===== src/sv/swr_pkg.sv =====
package swr_pkg;

   localparam int unsigned SEQ_W = 32;
   localparam int unsigned CONN_W = 16;
   localparam int unsigned WIN_REG_W = 5;
   localparam logic [WIN_REG_W-1:0] WINDOW_RESET = 5'd10;

   localparam int unsigned PC_W = 4;

   typedef enum logic [1:0] {
      PT_START = 2'd0,
      PT_END   = 2'd1,
      PT_DATA  = 2'd2,
      PT_ACK   = 2'd3
   } ptype_type;

   typedef enum logic [1:0] {
      KIND_ACK     = 2'd0,
      KIND_DELIVER = 2'd1,
      KIND_CLOSED  = 2'd2
   } kind_type;

   typedef enum logic [2:0] {
      CLS_DROP    = 3'd0,
      CLS_START   = 3'd1,
      CLS_DATA_IN = 3'd2,
      CLS_BUF     = 3'd3,
      CLS_END     = 3'd4
   } class_type;

   typedef enum logic [2:0] {
      OP_NOP     = 3'd0,
      OP_OPEN    = 3'd1,
      OP_ADVANCE = 3'd2,
      OP_MARK    = 3'd3,
      OP_CLOSE   = 3'd4
   } dp_op_type;

   typedef enum logic [1:0] {
      VAL_ZERO     = 2'd0,
      VAL_EXPECTED = 2'd1,
      VAL_DONE     = 2'd2
   } val_sel_type;

   typedef enum logic [1:0] {
      COND_ALWAYS = 2'd0,
      COND_NO_REQ = 2'd1,
      COND_MORE   = 2'd2,
      COND_CLASS  = 2'd3
   } cond_type;

   typedef struct packed {
      cond_type          cond;
      logic [PC_W-1:0]   target;
      dp_op_type         op;
      logic              emit;
      kind_type          kind;
      val_sel_type       vsel;
      logic              last;
      logic              ready;
   } uword_type;

   typedef struct packed {
      logic        accept;
      dp_op_type   op;
      logic        emit;
      kind_type    kind;
      val_sel_type vsel;
      logic        last;
   } dp_ctrl_type;

   typedef struct packed {
      class_type pkt_class;
      logic      more;
      logic      out_free;
   } dp_status_type;

   // program addresses
   localparam logic [PC_W-1:0] PC_FETCH    = 4'd0;
   localparam logic [PC_W-1:0] PC_DISPATCH = 4'd1;
   localparam logic [PC_W-1:0] PC_JTAB     = 4'd2;  // + class
   localparam logic [PC_W-1:0] PC_J_DROP   = 4'd2;
   localparam logic [PC_W-1:0] PC_J_START  = 4'd3;
   localparam logic [PC_W-1:0] PC_J_DATA   = 4'd4;
   localparam logic [PC_W-1:0] PC_J_BUF    = 4'd5;
   localparam logic [PC_W-1:0] PC_J_END    = 4'd6;
   localparam logic [PC_W-1:0] PC_DELIVER  = 4'd7;
   localparam logic [PC_W-1:0] PC_ACK      = 4'd8;
   localparam logic [PC_W-1:0] PC_CLOSE    = 4'd9;
   localparam int unsigned UC_DEPTH = 10;

   function automatic uword_type swr_ucode(input logic [PC_W-1:0] pc);
      uword_type w;
      w = '{cond: COND_ALWAYS, target: PC_FETCH, op: OP_NOP, emit: 1'b0,
            kind: KIND_ACK, vsel: VAL_ZERO, last: 1'b0, ready: 1'b0};
      case (pc)
         PC_FETCH: begin
            w.cond   = COND_NO_REQ;
            w.target = PC_FETCH;
            w.ready  = 1'b1;
         end
         PC_DISPATCH: begin
            w.cond   = COND_CLASS;
            w.target = PC_JTAB;
         end
         PC_J_DROP: begin
            w.target = PC_FETCH;
         end
         PC_J_START: begin
            w.op   = OP_OPEN;
            w.emit = 1'b1;
            w.kind = KIND_ACK;
            w.vsel = VAL_ZERO;
            w.last = 1'b1;
         end
         PC_J_DATA: begin
            w.target = PC_DELIVER;
         end
         PC_J_BUF: begin
            w.op   = OP_MARK;
            w.emit = 1'b1;
            w.kind = KIND_ACK;
            w.vsel = VAL_EXPECTED;
            w.last = 1'b1;
         end
         PC_J_END: begin
            w.target = PC_CLOSE;
            w.emit   = 1'b1;
            w.kind   = KIND_ACK;
            w.vsel   = VAL_EXPECTED;
         end
         PC_DELIVER: begin
            // loops while the next buffered word is present
            w.cond   = COND_MORE;
            w.target = PC_DELIVER;
            w.op     = OP_ADVANCE;
            w.emit   = 1'b1;
            w.kind   = KIND_DELIVER;
            w.vsel   = VAL_EXPECTED;
         end
         PC_ACK: begin
            w.emit = 1'b1;
            w.kind = KIND_ACK;
            w.vsel = VAL_EXPECTED;
            w.last = 1'b1;
         end
         PC_CLOSE: begin
            w.op   = OP_CLOSE;
            w.emit = 1'b1;
            w.kind = KIND_CLOSED;
            w.vsel = VAL_DONE;
            w.last = 1'b1;
         end
         default: begin
            w.target = PC_FETCH;
         end
      endcase
      return w;
   endfunction

endpackage


===== src/sv/swr_req_if.sv =====
interface swr_req_if;
   logic        valid;
   logic        ready;
   logic [1:0]  packet_type;
   logic [31:0] seq_num;
   logic        checksum_ok;

   modport source (output valid, output packet_type, output seq_num, output checksum_ok,
                   input ready);
   modport sink (input valid, input packet_type, input seq_num, input checksum_ok,
                 output ready);
endinterface


===== src/sv/swr_rsp_if.sv =====
interface swr_rsp_if;
   logic        valid;
   logic        ready;
   logic [1:0]  event_kind;
   logic [31:0] event_value;
   logic        last_event;

   modport source (output valid, output event_kind, output event_value, output last_event,
                   input ready);
   modport sink (input valid, input event_kind, input event_value, input last_event,
                 output ready);
endinterface


===== src/sv/sliding_window_receiver.sv =====
// channel  dir  handshake            payload
// req_if   in   valid/ready          packet_type, seq_num, checksum_ok
// rsp_if   out  valid/ready          event_kind, event_value, last_event
// csr      in   csr_wr_en            csr_wr_data (window_size)
//
// Each req word runs through a microprogram, one step per cycle while no result
// stalls it; in-order DATA also delivers the buffered words that follow it, one
// result a cycle while draining unless rsp_if holds a result back.
// A result stalled on rsp_if holds the program at its next emitting step;
// a new req word is taken while the last result still waits.
// Reset is synchronous and clears all connection state, window_size to 10.
module sliding_window_receiver #(
   parameter int unsigned MAX_WINDOW = 16
) (
   input  logic        clock,
   input  logic        reset,
   swr_req_if.sink     req_if,
   swr_rsp_if.source   rsp_if,
   input  logic        csr_wr_en,
   input  logic [4:0]  csr_wr_data
);
   import swr_pkg::*;

   dp_ctrl_type   ctrl;
   dp_status_type status;

   swr_sequencer u_seq (
      .clock     (clock),
      .reset     (reset),
      .req_valid (req_if.valid),
      .req_ready (req_if.ready),
      .status    (status),
      .ctrl      (ctrl)
   );

   swr_datapath #(
      .MAX_WINDOW (MAX_WINDOW)
   ) u_dp (
      .clock           (clock),
      .reset           (reset),
      .csr_wr_en       (csr_wr_en),
      .csr_wr_data     (csr_wr_data),
      .packet_type     (req_if.packet_type),
      .seq_num         (req_if.seq_num),
      .checksum_ok     (req_if.checksum_ok),
      .ctrl            (ctrl),
      .status          (status),
      .rsp_valid       (rsp_if.valid),
      .rsp_ready       (rsp_if.ready),
      .rsp_event_kind  (rsp_if.event_kind),
      .rsp_event_value (rsp_if.event_value),
      .rsp_last_event  (rsp_if.last_event)
   );

endmodule


===== src/sv/swr_sequencer.sv =====
module swr_sequencer (
   input  logic                     clock,
   input  logic                     reset,
   input  logic                     req_valid,
   output logic                     req_ready,
   input  swr_pkg::dp_status_type   status,
   output swr_pkg::dp_ctrl_type     ctrl
);
   import swr_pkg::*;

   logic [PC_W-1:0] pc_ff;
   logic [PC_W-1:0] pc_in;
   uword_type       uword;
   logic            fire;
   logic            cond_true;

   always_comb begin
      uword = swr_ucode(pc_ff);
      fire  = !uword.emit || status.out_free;

      case (uword.cond)
         COND_ALWAYS: cond_true = 1'b1;
         COND_NO_REQ: cond_true = !req_valid;
         COND_MORE:   cond_true = status.more;
         default:     cond_true = 1'b0;
      endcase

      if (!fire) begin
         pc_in = pc_ff;
      end else if (uword.cond == COND_CLASS) begin
         pc_in = uword.target + PC_W'(status.pkt_class);
      end else if (cond_true) begin
         pc_in = uword.target;
      end else begin
         pc_in = pc_ff + 1'b1;
      end

      req_ready   = uword.ready && !reset;
      ctrl.accept = req_valid && req_ready;
      ctrl.op     = fire ? uword.op : OP_NOP;
      ctrl.emit   = uword.emit && fire;
      ctrl.kind   = uword.kind;
      ctrl.vsel   = uword.vsel;
      ctrl.last   = uword.last;
   end

   always_ff @(posedge clock) begin
      if (reset) begin
         pc_ff <= PC_FETCH;
      end else begin
         pc_ff <= pc_in;
      end
   end

`ifndef SYNTHESIS
   a_pc_in_rom: assert property (@(posedge clock) disable iff (reset)
      pc_ff < PC_W'(UC_DEPTH))
      else $error("sequencer left the program");
`endif

endmodule


===== src/sv/swr_datapath.sv =====
module swr_datapath #(
   parameter int unsigned MAX_WINDOW = 16
) (
   input  logic                     clock,
   input  logic                     reset,
   input  logic                     csr_wr_en,
   input  logic [4:0]               csr_wr_data,
   input  logic [1:0]               packet_type,
   input  logic [31:0]              seq_num,
   input  logic                     checksum_ok,
   input  swr_pkg::dp_ctrl_type     ctrl,
   output swr_pkg::dp_status_type   status,
   output logic                     rsp_valid,
   input  logic                     rsp_ready,
   output logic [1:0]               rsp_event_kind,
   output logic [31:0]              rsp_event_value,
   output logic                     rsp_last_event
);
   import swr_pkg::*;

   localparam int unsigned IDX_W = (MAX_WINDOW > 1) ? $clog2(MAX_WINDOW) : 1;

   logic [WIN_REG_W-1:0]  window_ff, window_in;
   logic                  open_ff, open_in;
   logic [SEQ_W-1:0]      expected_ff, expected_in;
   logic [SEQ_W-1:0]      opening_ff, opening_in;
   logic [MAX_WINDOW-1:0] bitmap_ff, bitmap_in;
   logic [CONN_W-1:0]     done_ff, done_in;
   logic                  rsp_valid_ff, rsp_valid_in;

   ptype_type             ptype_ff;
   logic [SEQ_W-1:0]      seq_ff;
   logic                  ok_ff;
   logic [1:0]            kind_ff;
   logic [SEQ_W-1:0]      value_ff;
   logic                  last_ff;

   logic [SEQ_W-1:0]      offset;
   logic [SEQ_W-1:0]      win;
   logic [MAX_WINDOW-1:0] bitmap_shr;
   logic [SEQ_W-1:0]      emit_value;
   class_type             pkt_class;

   always_comb begin
      offset     = seq_ff - expected_ff;
      bitmap_shr = bitmap_ff >> 1;
      if (window_ff == '0) begin
         win = SEQ_W'(1);
      end else if (SEQ_W'(window_ff) > SEQ_W'(MAX_WINDOW)) begin
         win = SEQ_W'(MAX_WINDOW);
      end else begin
         win = SEQ_W'(window_ff);
      end

      pkt_class = CLS_DROP;
      if (ptype_ff == PT_START) begin
         if (!open_ff) pkt_class = CLS_START;
      end else if (open_ff && ptype_ff == PT_DATA && ok_ff) begin
         if (offset == '0) begin
            pkt_class = CLS_DATA_IN;
         end else if (offset < win) begin
            pkt_class = CLS_BUF;
         end
      end else if (open_ff && ptype_ff == PT_END && seq_ff == opening_ff) begin
         pkt_class = CLS_END;
      end

      status.pkt_class = pkt_class;
      status.more      = bitmap_shr[0];
      status.out_free  = !rsp_valid_ff || rsp_ready;

      case (ctrl.vsel)
         VAL_EXPECTED: emit_value = expected_ff;
         VAL_DONE:     emit_value = SEQ_W'(done_ff);
         default:      emit_value = '0;
      endcase
   end

   always_comb begin
      window_in   = csr_wr_en ? csr_wr_data : window_ff;
      open_in     = open_ff;
      expected_in = expected_ff;
      opening_in  = opening_ff;
      bitmap_in   = bitmap_ff;
      done_in     = done_ff;
      case (ctrl.op)
         OP_OPEN: begin
            open_in     = 1'b1;
            expected_in = '0;
            opening_in  = seq_ff;
            bitmap_in   = '0;
         end
         OP_ADVANCE: begin
            expected_in = expected_ff + 1'b1;
            bitmap_in   = bitmap_shr;
         end
         OP_MARK: begin
            bitmap_in = bitmap_ff | (MAX_WINDOW'(1) << offset[IDX_W-1:0]);
         end
         OP_CLOSE: begin
            open_in = 1'b0;
            done_in = done_ff + 1'b1;
         end
         default: begin
         end
      endcase

      if (ctrl.emit) begin
         rsp_valid_in = 1'b1;
      end else if (rsp_ready) begin
         rsp_valid_in = 1'b0;
      end else begin
         rsp_valid_in = rsp_valid_ff;
      end
   end

   always_ff @(posedge clock) begin
      if (reset) begin
         window_ff    <= WINDOW_RESET;
         open_ff      <= 1'b0;
         expected_ff  <= '0;
         opening_ff   <= '0;
         bitmap_ff    <= '0;
         done_ff      <= '0;
         rsp_valid_ff <= 1'b0;
      end else begin
         window_ff    <= window_in;
         open_ff      <= open_in;
         expected_ff  <= expected_in;
         opening_ff   <= opening_in;
         bitmap_ff    <= bitmap_in;
         done_ff      <= done_in;
         rsp_valid_ff <= rsp_valid_in;
      end
   end

   always_ff @(posedge clock) begin
      if (ctrl.accept) begin
         ptype_ff <= ptype_type'(packet_type);
         seq_ff   <= seq_num;
         ok_ff    <= checksum_ok;
      end
      if (ctrl.emit) begin
         kind_ff  <= ctrl.kind;
         value_ff <= emit_value;
         last_ff  <= ctrl.last;
      end
   end

   assign rsp_valid       = rsp_valid_ff;
   assign rsp_event_kind  = kind_ff;
   assign rsp_event_value = value_ff;
   assign rsp_last_event  = last_ff;

`ifndef SYNTHESIS
   // bit 0 is only set while the drain loop is delivering that word
   a_bit0_clear: assert property (@(posedge clock) disable iff (reset)
      bitmap_ff[0] |-> ctrl.kind == KIND_DELIVER)
      else $error("expected word marked as buffered outside a drain");

   a_emit_into_free: assert property (@(posedge clock) disable iff (reset)
      ctrl.emit |-> status.out_free)
      else $error("result word overwritten");

   a_close_counts: assert property (@(posedge clock) disable iff (reset)
      $fell(open_ff) && !$past(reset) |-> done_ff == $past(done_ff) + 1'b1)
      else $error("close without count");

   a_idle_no_bits: assert property (@(posedge clock) disable iff (reset)
      ctrl.op == OP_MARK || ctrl.op == OP_ADVANCE |-> open_ff)
      else $error("window update while idle");
`endif

endmodule


===== src/flat_wrapper.sv =====
// flat-port wrapper written by rule: the top's interface ports become plain ports
module sliding_window_receiver_flat import swr_pkg::*;
#(
   parameter int unsigned MAX_WINDOW = 16
)
  (clock, reset, csr_wr_en, csr_wr_data, req_if_valid, req_if_packet_type, req_if_seq_num, req_if_checksum_ok, req_if_ready, rsp_if_valid, rsp_if_event_kind, rsp_if_event_value, rsp_if_last_event, rsp_if_ready);
  swr_req_if req_if_i ();
  swr_rsp_if rsp_if_i ();
  input  logic clock;
  input  logic reset;
  input  logic csr_wr_en;
  input  logic [4:0] csr_wr_data;
  input wire logic [$bits(req_if_i.valid)-1:0] req_if_valid;
  input wire logic [$bits(req_if_i.packet_type)-1:0] req_if_packet_type;
  input wire logic [$bits(req_if_i.seq_num)-1:0] req_if_seq_num;
  input wire logic [$bits(req_if_i.checksum_ok)-1:0] req_if_checksum_ok;
  output wire logic [$bits(req_if_i.ready)-1:0] req_if_ready;
  output wire logic [$bits(rsp_if_i.valid)-1:0] rsp_if_valid;
  output wire logic [$bits(rsp_if_i.event_kind)-1:0] rsp_if_event_kind;
  output wire logic [$bits(rsp_if_i.event_value)-1:0] rsp_if_event_value;
  output wire logic [$bits(rsp_if_i.last_event)-1:0] rsp_if_last_event;
  input wire logic [$bits(rsp_if_i.ready)-1:0] rsp_if_ready;
  assign req_if_i.valid = req_if_valid;
  assign req_if_i.packet_type = req_if_packet_type;
  assign req_if_i.seq_num = req_if_seq_num;
  assign req_if_i.checksum_ok = req_if_checksum_ok;
  assign req_if_ready = req_if_i.ready;
  assign rsp_if_valid = rsp_if_i.valid;
  assign rsp_if_event_kind = rsp_if_i.event_kind;
  assign rsp_if_event_value = rsp_if_i.event_value;
  assign rsp_if_last_event = rsp_if_i.last_event;
  assign rsp_if_i.ready = rsp_if_ready;
  sliding_window_receiver #(.MAX_WINDOW(MAX_WINDOW)) u_core (.clock(clock), .reset(reset), .req_if(req_if_i), .rsp_if(rsp_if_i), .csr_wr_en(csr_wr_en), .csr_wr_data(csr_wr_data));
endmodule

===== config.mk =====
export PLATFORM = sky130hd
export DESIGN_NAME = sliding_window_receiver_flat
export DESIGN_NICKNAME = d
export VERILOG_FILES = /design/src/sv/swr_pkg.sv /design/src/sv/swr_req_if.sv /design/src/sv/swr_rsp_if.sv /design/src/sv/sliding_window_receiver.sv /design/src/sv/swr_sequencer.sv /design/src/sv/swr_datapath.sv /design/src/flat_wrapper.sv
export SDC_FILE = /design/constraint.sdc
export NUM_CORES = 1
export LEC_CHECK = 0
export ABC_AREA = 1
export BUFFER_PORTS_ARGS = -buffer_cell sky130_fd_sc_hd__buf_4
export CAP_MARGIN = 10
export CORE_MARGIN = 1.5
export CORE_UTILIZATION = 30
export CTS_CLUSTER_DIAMETER = 80
export DETAILED_ROUTE_END_ITERATION = 16
export GPL_TIMING_DRIVEN = 1
export HOLD_SLACK_MARGIN = 0.05
export PLACE_DENSITY = 0.54
export SLEW_MARGIN = 20
export SYNTH_ARGS = -nofsm -noshare
export SYNTH_HDL_FRONTEND = slang
export SYNTH_SLANG_ARGS = --single-unit

===== constraint.sdc =====
create_clock -name clock -period 4.7 [get_ports clock]
set_input_delay 0.705 -clock clock [delete_from_list [all_inputs] [get_ports clock]]
set_output_delay 0.705 -clock clock [all_outputs]
set_load 0.03 [all_outputs]

==> flow_summary.ini <==
[global_routing]
grt_antenna_before_repair = 0
global_route.usage.met3_pct = 2.30
grtUsageMet2_pct = 29.8
grt_pass1_vias = 9545
grt_overflow = 0
grt_usage_pct = 18.0
grt-busiest-layer = met2
grt_pass1_wl_um = 52800
grt_max_degree = 48
grt_use_met1_pct = 24.1

[finish]
fin_util_pct = 35.2
syn_to_final_growth_pct = 15.2
diodes = 0
fin_cells = 2092
layout.nets = 1711
fillCellCount = 3793
drive_gt1_share_pct = 10.7

[floorplanning]
chipWidth_um = 193
chipHeight_um = 193
core_area_um2 = 35600
rows = 69
die_area_um2 = 37300
initial_core_util_pct = 30.5
ioPinCount = 82

[drt]
wl_per_cell_um = 15.8
viasPerCell = 4.76
drt_iter0_markers = 720
first_pass_iters = 5
wl_um = 33100
via_count = 9965
drc = 0
drtAntennaViolNets = 0

[worst_setup_path]
worstReg2RegStart = u_core.u_dp.expected_ff[2]
required_ps = 5000
cp_top_family = adder cells
crit_type = flip-flop to flip-flop
crit_path_cell_trace = inv_2 > ha_1 > nand2_1 > nand2_1 > inv_1 > nand2_1 > xnor2_1 > inv_1 > ha_1 > nand2_1 > inv_1 > nand2_1 > a21boi_0 > nor2_1 > nand3_1 > nor2_1 > nand3_1 > nand2_1 > ha_1 > fa_1 > nor2_1 > nor2_1 > a21oi_1 > a221oi_1
cp-startpoint = u_core.u_dp.expected_ff[2]
r2r_setup_slack_ps = 930
r2r_cells = 24
r2r_end = u_core.u_seq.pc_ff[2]
cp_max_fo = 6
cpMostUsedCell = nand2_1
crit_cells = 24
start_kind = flip-flop
critPathBufInv = 4
max_stage_delay_ps = 410
slowest_stage = dfxtp_1
critPathArrivalTime_ps = 4070
end_kind = flip-flop

[pwr]
leakage_nw = 5.56
power_density_nw_per_um2 = 377
internal_power_mw = 2.95
clock_power_share_pct = 29.8
switchingPower_mw = 1.77
seq_power_share_pct = 40.8
combPwrFrac_pct = 29.4
swShare_pct = 37.5
ir_drop_mv = 0.262
finalPower_mw = 4.72

[sta]
period_share_pct = 80.1
period_needed_ps = 3770
setup_ws_ps = 934
hold_viol = 0
drv_slew = 0
final.setup.tns_ps = 0
setup_viol = 0
rsz0062_at_grt = no
slew_headroom_pct = 34.3
finalClockSkew_ps = 9.44
max_freq_mhz = 266
max_slew.worst_pin.slew_ps = 983

[outcome]
status = complete, no violations

[cts]
cts_buffers = 17
clock-sinks = 176
post_cts_buffers = 0
postCtsHoldBufs = 0
cts_resized = 0
cts_tree = done
cts-root-buf = clkbuf_16
h-tree-depth = 4
clk_pin_slew_ps = 80
clockBufferDepth = 2
insertion_delay_ps = 450

[logic_synthesis]
yosys.area.top_type = dfxtp_1
syn_area_per_cell_um2 = 7.02
synth_nets = 1639
yosysWarningCount = 0
synth_top_area_share_pct = 19.5
synth_ff_type = dfxtp_1
syn_area_um2 = 10900
ys_seq_area_share_pct = 38.9
syn-instance-count = 1546
synth-async-reset-ratio_pct = 0
synth_area_leaders = dfxtp_1, edfxtp_1, nand2_1
synth_edf_count = 70
synth_seq_cells = 176
synth.distinct_cells = 55
yosys-top-cells-count = nand2_1, inv_1, nor2_1
synth_most_common_cell = nand2_1

[placed_design]
io_buffers = 81
dp_cells = 2060
globalplace.congestion = 0.929
pre_cts_slack_ps = 955
dp_hpwl_um = 26300

[hold_path]
hold_path.class = primary input to flip-flop
hp-start = req_if_seq_num[7]
hold_path_end = u_core.u_dp.seq_ff[7]
whs_path_depth = 1

[run]
maxCapViolCount = 0
## power by group through the flow
stage	registers, mW	clock network, mW	logic [mW]
floorplan	2.04	0	0.857
global placement	1.96	0	1.38
detailed placement	1.96	0	1.39
CTS	1.92	1.45	1.39
global route	1.94	1.50	1.55
finish	1.92	1.41	1.39
## cell usage in the layout (no fill, tap or decap), types with 3 or more instances in the layout
cell,count
o21ai_0,75
inv_8,3
clkinv_4,4
o21ai_1,15
nor2_1,120
nand2_1,445
or2_2,6
nor4_1,12
nand3_1,84
nor2_4,5
ha_1,46
a22o_1,6
nor3_1,19
inv_1,268
nand3b_1,5
and2_1,3
nand4_1,19
nor2_2,8
edfxtp_1,70
xnor2_1,12
clkbuf_16,17
nand2_2,3
dfxtp_1,106
a211oi_1,13
nand2_4,4
o22ai_1,9
buf_4,86
a221oi_1,7
a21oi_1,99
nor3_2,5
inv_6,5
inv_2,10
o211ai_1,3
xor2_1,6
## stage by stage
step / hold WS (ps) / area [um2]
finish: 433 / 12500
CTS: 413 / 12500
global placement: 450 / 11900
detailed placement: 454 / 11900
floorplan: 434 / 10900
global route: 416 / 12500
## registers in the layout, summed over array words and instances, names as in the netlist, 4 cells and up
name	count
u_core.u_dp.expected_ff	32
u_core.u_dp.opening_ff	32
u_core.u_dp.rsp_event_value	32
u_core.u_dp.seq_ff	32
u_core.u_dp.done_ff	16
u_core.u_dp.bitmap_ff	15
u_core.u_dp.window_ff	5
u_core.u_seq.pc_ff	4
## worst max-delay path by stage
stage / to
3_3_place_gp: u_core.u_seq.pc_ff[2]
2_1_floorplan: u_core.u_dp.ok_ff
4_1_cts: u_core.u_seq.pc_ff[2]
5_1_grt: u_core.u_seq.pc_ff[2]
6_report: u_core.u_seq.pc_ff[2]
3_5_place_dp: u_core.u_seq.pc_ff[2]
## cells by family after synthesis
kind of cell / share of synthesized area (%)
AOI/OAI and AO/OA: 12.5
xor gates and xnor gates: 1.45
adders and majority gates: 5.67
buffers and inverters: 11.2
DFF: 38.9
and+or+nand+nor: 30.2
## final cells by class
class | instances | area (um2) | share of cell area, %
multi-input combinational | 1055 | 5430 | 43.4
sequential | 176 | 4220 | 33.8
inverter | 282 | 1060 | 8.51
timing repair buffer | 86 | 646 | 5.16
tap | 461 | 577 | 4.61
clock buffer | 17 | 425 | 3.40
clock inverter | 15 | 141 | 1.13
## worst register-to-register path, cell delays in order, from the launching register on
cell      delay (ps)
dfxtp_1          410
inv_2             80
ha_1             380
nand2_1           90
nand2_1           60
inv_1             50
nand2_1          100
xnor2_1          300
inv_1            140
ha_1             320
nand2_1           50
inv_1             40
nand2_1           40
a21boi_0         170
nor2_1           100
nand3_1           80
nor2_1            40
nand3_1           90
nand2_1           60
ha_1             230
fa_1             390
nor2_1           110
nor2_1            50
a21oi_1          150
a221oi_1          90
## layer usage
layer / up-vias / wire (um)
met5: - / 0
met4: 0 / 816
met3: 36 / 1080
met2: 184 / 15500
met1: 4615 / 15700
li1: 5130 / -
No activity file was read; power rests on OpenSTA's default activity.
